### src/hw/rtl/gradient_magnitude_3x3_core_macros.svh
// Assertion macros shared by the gradient magnitude core.
`ifndef GRADIENT_MAGNITUDE_3X3_CORE_MACROS_SVH
`define GRADIENT_MAGNITUDE_3X3_CORE_MACROS_SVH

`ifndef ASSERT_OFF
// Check that a condition implies another in the same cycle.
`define ASSERT_IMPLIES(label, clk, rst_n, cond, prop) \
	label: assert property (@(posedge clk) disable iff (!(rst_n)) (cond) |-> (prop)) \
		else $error("implication check failed");
// Check that a condition implies another in the following cycle.
`define ASSERT_NEXT(label, clk, rst_n, cond, prop) \
	label: assert property (@(posedge clk) disable iff (!(rst_n)) (cond) |=> (prop)) \
		else $error("next-cycle check failed");
`else
`define ASSERT_IMPLIES(label, clk, rst_n, cond, prop)
`define ASSERT_NEXT(label, clk, rst_n, cond, prop)
`endif

`endif

### src/hw/rtl/gm3_pkg.sv
package gm3_pkg;

	// Frame geometry limits
	localparam int MAX_WIDTH  = 1024;
	localparam int MAX_HEIGHT = 4096;

	localparam int PIX_W  = 8;
	localparam int COL_W  = $clog2(MAX_WIDTH);
	localparam int ROW_W  = $clog2(MAX_HEIGHT);
	localparam int WCFG_W = COL_W + 1;
	localparam int HCFG_W = ROW_W + 1;
	localparam int DIFF_W = PIX_W + 1;

	// Configuration port
	localparam int CFG_IDX_W  = 1;
	localparam int CFG_DATA_W = (WCFG_W > HCFG_W) ? WCFG_W : HCFG_W;
	localparam logic [CFG_IDX_W-1:0] REG_IMAGE_WIDTH  = 1'b0;
	localparam logic [CFG_IDX_W-1:0] REG_IMAGE_HEIGHT = 1'b1;

	// Stream data widths, padded to whole bytes
	localparam int TDATA_IN_W  = ((PIX_W + 7) / 8) * 8;
	localparam int TDATA_OUT_W = ((PIX_W + ROW_W + COL_W + 7) / 8) * 8;

	// Work queue between front and back
	localparam int QUEUE_DEPTH = 4;
	localparam int QPTR_W      = $clog2(QUEUE_DEPTH);
	localparam int QCNT_W      = $clog2(QUEUE_DEPTH + 1);

	// One result to compute: two differences plus its tags
	typedef struct packed {
		logic signed [DIFF_W-1:0] grad_v;
		logic signed [DIFF_W-1:0] grad_h;
		logic [ROW_W-1:0]         row;
		logic [COL_W-1:0]         col;
		logic                     run_last;
		logic                     frame_done;
	} gm3_desc_t;

	typedef enum logic [1:0] {
		F_IDLE,
		F_READ,
		F_EMIT
	} gm3_front_state_t;

	typedef enum logic [2:0] {
		B_IDLE,
		B_SQUARE,
		B_SUM,
		B_ROOT,
		B_HOLD
	} gm3_back_state_t;

endpackage

### src/hw/rtl/gm3_queue.sv
module gm3_queue (
	input  logic               clk,
	input  logic               arst_n,
	input  logic               push,
	input  gm3_pkg::gm3_desc_t push_desc,
	output logic               full,
	input  logic               pop,
	output gm3_pkg::gm3_desc_t pop_desc,
	output logic               not_empty
);
	import gm3_pkg::*;

	gm3_desc_t         slot_q [QUEUE_DEPTH];
	logic [QPTR_W-1:0] wr_ptr_q, rd_ptr_q;
	logic [QCNT_W-1:0] count_q;

	assign full      = count_q == QCNT_W'(QUEUE_DEPTH);
	assign not_empty = count_q != '0;
	assign pop_desc  = slot_q[rd_ptr_q];

	// Advance pointers and fill count
	always_ff @(posedge clk or negedge arst_n) begin
		if (!arst_n) begin
			wr_ptr_q <= '0;
			rd_ptr_q <= '0;
			count_q  <= '0;
		end else begin
			if (push)
				wr_ptr_q <= (wr_ptr_q == QPTR_W'(QUEUE_DEPTH - 1)) ? '0 : wr_ptr_q + QPTR_W'(1);
			if (pop)
				rd_ptr_q <= (rd_ptr_q == QPTR_W'(QUEUE_DEPTH - 1)) ? '0 : rd_ptr_q + QPTR_W'(1);
			if (push && !pop)
				count_q <= count_q + QCNT_W'(1);
			else if (pop && !push)
				count_q <= count_q - QCNT_W'(1);
		end
	end

	// Store entries
	always_ff @(posedge clk) begin
		if (push)
			slot_q[wr_ptr_q] <= push_desc;
	end

endmodule

### config.mk
export PLATFORM = sky130hd
export DESIGN_NAME = gm3_queue
export DESIGN_NICKNAME = d
export VERILOG_FILES = /design/src/hw/rtl/gradient_magnitude_3x3_core_macros.svh /design/src/hw/rtl/gm3_pkg.sv /design/src/hw/rtl/gm3_queue.sv
export SDC_FILE = /design/constraint.sdc
export NUM_CORES = 1
export LEC_CHECK = 0
export BUFFER_PORTS_ARGS = -buffer_cell sky130_fd_sc_hd__buf_2
export CAP_MARGIN = 20
export CORE_MARGIN = 3
export CORE_UTILIZATION = 51
export DETAILED_ROUTE_END_ITERATION = 12
export GPL_TIMING_DRIVEN = 0
export PLACE_DENSITY = 0.8
export RECOVER_POWER = 100
export SKIP_CTS_REPAIR_TIMING = 1
export SLEW_MARGIN = 0
export SYNTH_ARGS = -nofsm -noshare
export SYNTH_HDL_FRONTEND = slang
export SYNTH_SLANG_ARGS = --single-unit
export TNS_END_PERCENT = 1
### constraint.sdc
create_clock -name clk -period 1.87 [get_ports clk]
set_input_delay 0.187 -clock clk [delete_from_list [all_inputs] [get_ports clk]]
set_output_delay 0.187 -clock clk [all_outputs]
set_load 0.01 [all_outputs]
==> results.md <==
- Initial DRC count: 236
- Unique masters post-synth: 19
- Max FO, Critical Path: 10
- Psw: 3.454 mW
- Peak Freq: 498.9 MHz
- Port-buffer cells: 89
- Most numerous cell in the Yosys netlist: edfxtp_1
- DP HPWL: 6.605 mm
- Die Height: 119.2 um
- Max IR drop VDD: 0.0008644 V
- Critical path destination: pop_desc[16]
- Sequential share of power: 40.5%
- Synth top area cells: edfxtp_1, mux4_2, dfrtp_1
- Ant diodes: 0
- Run status: complete, but fails checks
- Crit. End Element: output port
- Worst slew pin tran: 0.6229 ns
- Clock Tree Root: clkbuf_16
- Critical path arrival: 1.82 ns
- Pwr Density: 1530 nW/um2
- Share of cells above drive strength 1: 32.79%
- Vias/cell: 5.118
- CP Launch Type: register
- Routed WL per cell: 18.87 um
- Most frequent CP cell: buf_12
- Max Root-Sink Buffers: 2
- Syn_area_per_cell: 25.43 um2
- Yosys top cell area share: 77.20%
- Total grt overflow: 0
- Nets@finish: 467
- Synth Cell Area: 6535 um2
- # DRC: 0
- Sw Share: 26.80%
- Area leader, netlist: edfxtp_1
- Max-cap viol count: 0
- CP Depth: 4
- CTS Buf Count: 17
- H-tree depth: 4
- Unrepaired setup endpoints after global routing: yes
- Yosys warns: 0
- Cell Int Power: 9.433 mW
- Cells along the critical path: buf_12 -> buf_12 -> mux4_2 -> buf_2
- Critical R2R Launch: wr_ptr_q[0]
- CTS tree: done
- Failing checks: setup timing
- Floorplan die width: 119.2 um
- Final Max Tran Viols: 0
- Row cnt: 40
- First-pass GRT wire length: 16.79 mm
- Ys async rst share: 4.000%
- Reg-to-reg slack, setup: 0.11 ns
- Total power: 12.89 mW
- Crit Path Class: reg2out
- Seq/Total Area, Yosys: 79.88%
- Layout Utilization: 68.68%
- Leakage: 2.884 nW
- CP max-delay cell: mux4_2
- Worst slew margin: 58.47%
- Fin worst setup slack: -0.1344 ns
- Clock Latency Late Sink: 0.41 ns
- Core Area: 12,260 um2
- Antenna violations before repair: 0
- Top cells by count, synth: edfxtp_1, mux4_2, dfrtp_1
- Family with the most delay on the worst path: multiplexers
- Die ar.: 14,210 um2
- Power share of the clock group: 28.2%
- Final GP Congestion: 0.6707
- Tot GR Track Use: 16.06%
- Setup crit start: rd_ptr_q[0]
- Largest stage delay, worst path: 0.53 ns
- Routed WL: 11.23 mm
- Worst path required time: 1.68 ns
- Hold/Removal Path Class: in2reg
- Vias in the first global route: 3,081
- Largest net degree at the start of global routing: 33
- Clk_skew: 0.004692 ns
- Final Hold Fails: 0
- Final setup viols: 42
- Area Overhead vs Synth: 28.87%
- Boundary pin count: 90
- Initial core utilization: 53.30%
- Worst slack on hold paths: 0.06742 ns
- CTS Sinks: 175
- Router iterations before antenna repair: 4
- Routed Antenna Nets: 0
- Yosys reg bits: 175
- CP bufs+invs: 3
- Fillers: 768
- Total number of vias: 3,045
- Gate Count Post-Synth: 257
- Comb power frac: 31.3%
- Period Utilization, post-route: 107.2%
- Worst Reg2Reg Path Length in Cells: 4
- Number of synthesized flops with an enable pin: 168
- Syn Nets: 310
- Clock period minus worst slack: 2.004 ns
- Most used DFF post-synth: edfxtp_1
- Reg2reg end: slot_q[0][31]
- CTS clock-pin slew for the worst setup and hold paths: 0.07 ns
sequential cells by signal (all words and copies together), names as in the netlist:
| signal | flops |
|---|---|
| wr_ptr_q | 2 |
| rd_ptr_q | 2 |
| slot_q | 168 |
| count_q | 3 |
worst register-to-register path, cell delays in order, from the launching register on:
cell	delay [ns]
dfrtp_1	0.41
inv_1	0.11
ha_1	0.15
and2_2	0.50
buf_12	0.27
power groups by stage:
stage | clock network [mW] | logic, mW | registers, mW
floorplan | 0 | 2.37 | 5.25
global placement | 0 | 3.45 | 5.29
CTS | 3.71 | 3.60 | 5.22
finish | 3.63 | 4.03 | 5.22
global route | 3.88 | 4.32 | 5.28
detailed placement | 0 | 3.59 | 5.30
cell type report:
cell class / instances / area (um2) / area share (%)
Tap cell: 168 / 210.2 / 2.496
Inverter: 4 / 15.01 / 0.1783
Multi-Input combinational cell: 68 / 1181 / 14.02
Clock buffer: 17 / 425.4 / 5.051
Timing Repair Buffer: 138 / 1042 / 12.38
Sequential cell: 175 / 5220 / 61.98
Clock inverter: 15 / 192.7 / 2.288
Buffer: 10 / 135.1 / 1.605
cell families after synthesis:
kind of cell	count (synthesis)	share of synthesized area, %
AO/OA/AOI/OAI	2	0.1532
XOR/XNOR	3	0.4021
adder cells (fa/ha/maj)	7	1.455
buffers and inverters	14	2.010
flip-flops	175	79.88
multiplexers	45	15.22
AND/OR/NAND/NOR	11	0.8808
routing by layer:
metal	share of wire [%]	track usage [%]
met5	0	0
met3	4.6	4.748
met4	1.4	7.169
met2	52	25.29
met1	42	20.94
how the worst min path moves through the flow:
stage,startpoint,endpoint,cells past startpoint
after floorplan,arst_n,count_q[0],0
after global placement,arst_n,count_q[2],1
after detailed placement,arst_n,count_q[1],1
after CTS,arst_n,rd_ptr_q[1],1
after global routing,pop,rd_ptr_q[1],2
final,pop,rd_ptr_q[1],2
through the flow:
step / std cells / instance area [um2] / setup TNS [ns] / worst slack (ns)
after floorplan: 257 / 6536 / -16.59 / -0.1644
after global placement: 514 / 7192 / -116.38 / -0.9345
after detailed placement: 518 / 7276 / 0 / 0.08800
after CTS: 550 / 7894 / -6.690 / -0.1907
after global routing: 595 / 8422 / -6.952 / -0.1985
final: 595 / 8422 / -4.004 / -0.1344
cell usage in the layout, fill, tap and decap left out, types with 3 or more instances in the layout:
master         count
edfxtp_1         168
dlygate4sd3_1     43
clkbuf_1          43
mux4_2            40
buf_2             27
buf_6             20
clkbuf_16         17
buf_12             9
dfrtp_1            7
ha_1               6
inv_1              4
and2_2             4
bufinv_16          4
clkinv_2           4
clkbuf_4           3
buf_4              3
mux2_2             3
nor2_1             3
clkinvlp_4         3
No activity file was read; power rests on OpenSTA's default activity.
