### src/hw/rtl/gradient_magnitude_3x3_core_macros.svh
// Assertion macros shared by the gradient magnitude core.
`ifndef GRADIENT_MAGNITUDE_3X3_CORE_MACROS_SVH
`define GRADIENT_MAGNITUDE_3X3_CORE_MACROS_SVH

`ifndef ASSERT_OFF
// Check that a condition implies another in the same cycle.
`define ASSERT_IMPLIES(label, clk, rst_n, cond, prop) \
	label: assert property (@(posedge clk) disable iff (!(rst_n)) (cond) |-> (prop)) \
		else $error("implication check failed");
// Check that a condition implies another in the following cycle.
`define ASSERT_NEXT(label, clk, rst_n, cond, prop) \
	label: assert property (@(posedge clk) disable iff (!(rst_n)) (cond) |=> (prop)) \
		else $error("next-cycle check failed");
`else
`define ASSERT_IMPLIES(label, clk, rst_n, cond, prop)
`define ASSERT_NEXT(label, clk, rst_n, cond, prop)
`endif

`endif

### src/hw/rtl/gm3_pkg.sv
package gm3_pkg;

	// Frame geometry limits
	localparam int MAX_WIDTH  = 1024;
	localparam int MAX_HEIGHT = 4096;

	localparam int PIX_W  = 8;
	localparam int COL_W  = $clog2(MAX_WIDTH);
	localparam int ROW_W  = $clog2(MAX_HEIGHT);
	localparam int WCFG_W = COL_W + 1;
	localparam int HCFG_W = ROW_W + 1;
	localparam int DIFF_W = PIX_W + 1;

	// Configuration port
	localparam int CFG_IDX_W  = 1;
	localparam int CFG_DATA_W = (WCFG_W > HCFG_W) ? WCFG_W : HCFG_W;
	localparam logic [CFG_IDX_W-1:0] REG_IMAGE_WIDTH  = 1'b0;
	localparam logic [CFG_IDX_W-1:0] REG_IMAGE_HEIGHT = 1'b1;

	// Stream data widths, padded to whole bytes
	localparam int TDATA_IN_W  = ((PIX_W + 7) / 8) * 8;
	localparam int TDATA_OUT_W = ((PIX_W + ROW_W + COL_W + 7) / 8) * 8;

	// Work queue between front and back
	localparam int QUEUE_DEPTH = 4;
	localparam int QPTR_W      = $clog2(QUEUE_DEPTH);
	localparam int QCNT_W      = $clog2(QUEUE_DEPTH + 1);

	// One result to compute: two differences plus its tags
	typedef struct packed {
		logic signed [DIFF_W-1:0] grad_v;
		logic signed [DIFF_W-1:0] grad_h;
		logic [ROW_W-1:0]         row;
		logic [COL_W-1:0]         col;
		logic                     run_last;
		logic                     frame_done;
	} gm3_desc_t;

	typedef enum logic [1:0] {
		F_IDLE,
		F_READ,
		F_EMIT
	} gm3_front_state_t;

	typedef enum logic [2:0] {
		B_IDLE,
		B_SQUARE,
		B_SUM,
		B_ROOT,
		B_HOLD
	} gm3_back_state_t;

endpackage

### src/hw/rtl/gm3_back.sv
module gm3_back (
	input  logic                             clk,
	input  logic                             arst_n,
	input  logic                             q_valid,
	output logic                             q_pop,
	input  gm3_pkg::gm3_desc_t               q_desc,
	output logic                             m_tvalid,
	input  logic                             m_tready,
	output logic [gm3_pkg::TDATA_OUT_W-1:0]  m_tdata,
	output logic                             m_tlast,
	output logic                             m_tuser
);
	import gm3_pkg::*;

	localparam int SQ_W       = 2 * PIX_W;
	localparam int ROOT_STEPS = PIX_W + 1;
	localparam int REM_W      = 2 * ROOT_STEPS;
	localparam int STEP_W     = $clog2(ROOT_STEPS);

	function automatic logic signed [2*DIFF_W-1:0] q_desc_sq(
		input logic signed [DIFF_W-1:0] d
	);
		logic signed [2*DIFF_W-1:0] p;
		p = d * d;
		return p;
	endfunction

	gm3_back_state_t state_q, state_d;

	gm3_desc_t                  desc_q;
	logic [SQ_W-1:0]            sq_v_q, sq_h_q;
	logic [REM_W-1:0]           rem_q, root_q;
	logic [STEP_W-1:0]          step_q;
	logic signed [2*DIFF_W-1:0] prod_v, prod_h;
	logic [REM_W-1:0]           trial_bit, trial;
	logic                       out_free, load_out;
	logic [PIX_W-1:0]           mag;

	logic                   m_tvalid_q;
	logic [PIX_W-1:0]       mag_q;
	logic [ROW_W-1:0]       row_q;
	logic [COL_W-1:0]       col_q;
	logic                   last_q, done_q;

	assign prod_v    = q_desc_sq(desc_q.grad_v);
	assign prod_h    = q_desc_sq(desc_q.grad_h);
	assign trial_bit = REM_W'(1) << {step_q, 1'b0};
	assign trial     = root_q + trial_bit;
	assign out_free  = !m_tvalid_q || m_tready;
	assign mag       = (root_q[REM_W-1:PIX_W] != '0) ? '1 : root_q[PIX_W-1:0];

	// Next state
	always_comb begin
		state_d = state_q;
		case (state_q)
			B_IDLE:   if (q_valid) state_d = B_SQUARE;
			B_SQUARE: state_d = B_SUM;
			B_SUM:    state_d = B_ROOT;
			B_ROOT:   if (step_q == '0) state_d = B_HOLD;
			B_HOLD:   if (out_free) state_d = B_IDLE;
			default:  state_d = B_IDLE;
		endcase
	end

	// Control outputs
	always_comb begin
		q_pop    = 1'b0;
		load_out = 1'b0;
		case (state_q)
			B_IDLE: q_pop = q_valid;
			B_HOLD: load_out = out_free;
			default: ;
		endcase
	end

	// State and output valid
	always_ff @(posedge clk or negedge arst_n) begin
		if (!arst_n) begin
			state_q    <= B_IDLE;
			m_tvalid_q <= 1'b0;
		end else begin
			state_q <= state_d;
			if (load_out)
				m_tvalid_q <= 1'b1;
			else if (m_tready)
				m_tvalid_q <= 1'b0;
		end
	end

	// Square, sum, then one root bit per cycle
	always_ff @(posedge clk) begin
		if (q_pop)
			desc_q <= q_desc;
		case (state_q)
			B_SQUARE: begin
				sq_v_q <= prod_v[SQ_W-1:0];
				sq_h_q <= prod_h[SQ_W-1:0];
			end
			B_SUM: begin
				rem_q  <= REM_W'(sq_v_q) + REM_W'(sq_h_q);
				root_q <= '0;
				step_q <= STEP_W'(ROOT_STEPS - 1);
			end
			B_ROOT: begin
				if (rem_q >= trial) begin
					rem_q  <= rem_q - trial;
					root_q <= (root_q >> 1) + trial_bit;
				end else begin
					root_q <= root_q >> 1;
				end
				step_q <= step_q - STEP_W'(1);
			end
			default: ;
		endcase
		if (load_out) begin
			mag_q  <= mag;
			row_q  <= desc_q.row;
			col_q  <= desc_q.col;
			last_q <= desc_q.run_last;
			done_q <= desc_q.frame_done;
		end
	end

	assign m_tvalid = m_tvalid_q;
	assign m_tdata  = TDATA_OUT_W'({col_q, row_q, mag_q});
	assign m_tlast  = last_q;
	assign m_tuser  = done_q;

endmodule

### config.mk
export PLATFORM = sky130hd
export DESIGN_NAME = gm3_back
export DESIGN_NICKNAME = d
export VERILOG_FILES = /design/src/hw/rtl/gradient_magnitude_3x3_core_macros.svh /design/src/hw/rtl/gm3_pkg.sv /design/src/hw/rtl/gm3_back.sv
export SDC_FILE = /design/constraint.sdc
export NUM_CORES = 1
export LEC_CHECK = 0
export ABC_AREA = 1
export BUFFER_PORTS_ARGS = -buffer_cell sky130_fd_sc_hd__clkbuf_2
export CORE_ASPECT_RATIO = 0.6
export CORE_MARGIN = 3
export CORE_UTILIZATION = 41
export CTS_BUF_LIST = sky130_fd_sc_hd__clkbuf_16
export CTS_CLUSTER_SIZE = 12
export DETAILED_ROUTE_END_ITERATION = 8
export GPL_TIMING_DRIVEN = 0
export SYNTH_ARGS = -nofsm -noshare
export SYNTH_HDL_FRONTEND = slang
export SYNTH_SLANG_ARGS = --single-unit
### constraint.sdc
create_clock -name clk -period 6.15 [get_ports clk]
set_input_delay 0.9225 -clock clk [delete_from_list [all_inputs] [get_ports clk]]
set_output_delay 0.9225 -clock clk [all_outputs]
set_load 0.05 [all_outputs]
==> reports/qor.tcl <==
set qor(syn-instance-count) 1474
set qor(critical_path_arrival_ps) 5720
set qor(setup_viol) 0
set qor(vias) 10030
set qor(hold_path_class) {input pin to asynchronous set/reset pin}
set qor(dr.first_iter.drc_count) 802
set qor(n_antenna_cell) 0
set qor(initial_core_util) 0.4187
set qor(synth.yosys.warnings) 0
set qor(final.period_utilization) 0.9018
set qor(drt_wl_total_microns) 31350
set qor(async_reset_ff_frac) 0.02703
set qor(globalRoute.totalOverflow) 0
set qor(signed_area_change_from_the_synthesized_netlist_to_the_final_layout_pct) 11.74
set qor(core-area_sq_mm) 0.03141
set qor(chip_height_microns) 144.7
set qor(wl_met2_microns) 11670
set qor(clk_transition_reported_paths_ps) 70
set qor(routed_length_per_instance_microns) 15.64
set qor(final_layout_size_suffix_gt1_frac) 0.1134
set qor(worst_setup_path_startpoint) {desc_q[32]}
set qor(port_buffers) 79
set qor(initial_antenna_violation_count) 0
set qor(tritoncts.num_buffers) 17
set qor(max-cap-violations) 0
set qor(peak_fanout_along_the_critical_path) 8
set qor(synth_area_sq_mm) 0.01315
set qor(floorplan_die_width_microns) 237.2
set qor(postCtsHoldBufs) 0
set qor(clk-insertion-delay-late_ps) 440
set qor(remaining_drc_errors) 0
set qor(highest-signal-layer) {met4}
set qor(finalCriticalPeriod_ps) 5546
set qor(postSynthAreaPerCell_sq_um) 8.921
set qor(ys_seq_area_frac) 0.3365
set qor(vias_per_cell) 5.004
set qor(cts_setup_buffers) 0
set qor(detail-route-antenna-nets) 0
set qor(post_cts.resized_instances) 0
set qor(slew_viol_final) 0
set qor(netlist-cell-type-count) 50
set qor(floorplan.die_area_sq_mm) 0.03433
set qor(dominantRegCellSynth) {edfxtp_1}
set qor(critPathLaunchType) {flip-flop}
set qor(final_net_count) 1844
set qor(place_congestion) 0.8972
set qor(clk_path_buf_depth) 2
set qor(status) {completed}
set qor(timing.fmax_ghz) 0.1803
set qor(global_route.usage.total) 0.1920
set qor(yosys_register_bits) 148
set qor(timing_worst_setup_path_type) {flip-flop to flip-flop}
set qor(max-slew-margin-rel) 0.1829
set qor(cts.sinks) 148
set qor(tritoncts) {done}
set qor(worstMarginPinSlew_ps) 1216
set qor(largest_stage_delay_on_the_critical_path_ps) 550
set qor(reg2reg_setup_slack_ps) 600
set qor(fin_worst_skew_ps) 16.50
set qor(dominant_cell_type_by_count_on_the_critical_path) {fa_1}
set qor(drt_pass1_iterations) 7
set qor(timing.critical_path.cells) {clkbuf_1 > inv_1 > or2_2 > fa_1 > inv_1 > fa_1 > fa_1 > inv_1 > fa_1 > inv_1 > fa_1 > ha_1 > a21oi_1 > o21ai_0 > a21oi_1 > nor2_1 > nor2_1 > xnor2_1}
set qor(htree_num_levels) 4
set qor(rsz_0062_raised_after_global_routing) {no}
set qor(clock_tree.root_cell) {clkbuf_16}
set qor(timing.rr.start) {desc_q[32]}
set qor(grt_pass1_vias) 9557
set qor(placementRows) 50
set qor(io_pins) 82
set qor(critPathCaptureType) {flip-flop}
set qor(synth-edff-count) 144
set qor(detailed_place_hpwl_microns) 25420
set qor(final_sum_of_negative_setup_slack_ps) 0
set qor(worst-endpoint-required_ps) 6330
set qor(cp_slowest_cell) {fa_1}
set qor(global_route_wire_length_before_repair_microns) 51240
set qor(met1_length_microns) 16990
set qor(dr_wl_met3_microns) 2524
set qor(pin_count_of_the_biggest_net_entering_global_routing) 35
set qor(timing.final.hold_violations) 0
[worst paths after layout]
check                             end  cells past startpoint
hold reg to reg              col_q[8]                      0
hold / removal             state_q[2]                      1
max in group asynchronous    m_tvalid                      1
min in group clk             col_q[8]                      0
setup / recovery           sq_h_q[13]                     18
setup reg to reg           sq_h_q[13]                     18
[cells by family (layout without fill, tap and decap cells)]
group           count (synthesis)  count (layout)  share of synthesized area
simple gates                  591             591                     0.1970
buf+inv                       293             406                    0.08707
fa+ha+maj                     223             223                     0.2727
compound gates                161             161                    0.06851
flops                         148             148                     0.3365
xor+xnor                       57              57                    0.03797
other cells                     1               2                  0.0002852
[layout make-up]
cell class | count | area [sq um]
Sequential cell | 148 | 4424
Inverter | 262 | 983.4
Fill cell | 3079 | 16710
Clock inverter | 15 | 145.1
Buffer | 31 | 161.4
Clock buffer | 17 | 425.4
Multi-Input combinational cell | 1034 | 7602
Tap cell | 416 | 520.5
Timing Repair Buffer | 81 | 430.4
[synth_stat cells (2+ instances only)]
cell,count,area (sq um)
nand2_1,316,1186
inv_1,259,972.2
edfxtp_1,144,4324
nor2_1,125,469.2
ha_1,117,1464
fa_1,106,2122
a21oi_1,68,340.3
nand3_1,64,320.3
o21ai_0,56,280.3
xnor2_1,30,262.8
xor2_1,27,236.5
nand2_2,22,137.6
clkbuf_1,19,71.32
nand4_1,13,81.33
nor3_1,13,65.06
nand3b_1,8,60.06
a21o_1,6,45.04
buf_2,5,25.02
nand3_2,5,50.05
nor4_1,5,31.28
o21ai_1,5,25.02
o31ai_1,5,37.54
or2_2,5,31.28
buf_4,4,30.03
dfrtp_1,4,100.1
nor2_2,4,25.02
a21oi_2,3,26.28
inv_2,3,11.26
o21a_1,3,22.52
o22ai_1,3,18.77
a211oi_1,2,15.01
a22oi_1,2,15.01
nand2_4,2,22.52
nand3_4,2,35.03
nor2_4,2,22.52
nor3_2,2,20.02
o311ai_0,2,17.52
[metrics by stage]
stage	worst slack (ps)	instance area (sq um)	instances	hold slack (ps)	util
floorplan	1130	13150	1475	400.3	-
global placement	676.7	14070	1970	400.6	0.4480
global route	240.0	14690	2004	272.5	0.4678
CTS	567.2	14690	2004	268.0	0.4678
finish	603.7	14690	2004	284.1	0.4678
detailed placement	594.1	14120	1972	405.1	0.4497
[cell usage in the layout (no fill, tap or decap), types with 6 or more instances in the layout]
cell,n
nand2_2,22
ha_1,117
edfxtp_1,144
a21oi_1,68
nand3_1,64
inv_1,260
nand4_1,13
a21o_1,6
clkbuf_2,79
xnor2_1,30
clkbuf_16,17
nor2_1,122
xor2_1,27
o21ai_0,56
fa_1,106
nor3_1,13
nand3b_1,8
nand2_1,316
clkbuf_1,19
[critical path: cells and delay by family, from the launching register on]
family,cells,cell delay [ps]
AO/OA/AOI/OAI,3,560
XOR/XNOR,1,80
adder cells (fa/ha/maj),6,2950
buffers and inverters,5,690
flip-flops,1,480
AND/OR/NAND/NOR,3,520
[registers in the layout (all words and copies together) (netlist names)]
name	flops
m_tlast	1
mag_q	8
sq_h_q	15
state_q	3
sq_v_q	15
m_tuser	1
desc_q	42
m_tvalid	1
row_q	12
root_q	18
rem_q	18
col_q	10
step_q	4
[metal layers]
| metal | global-route usage | vias to the layer above |
|---|---|---|
| met4 | 0.02973 | 0 |
| met2 | 0.2562 | 287 |
| li1 | - | 4953 |
| met3 | 0.04716 | 14 |
| met1 | 0.3127 | 4775 |
| met5 | 0 | - |
Power is not shown: default switching activity piles up to over one toggle a cycle in this logic, so the estimate is an artifact.
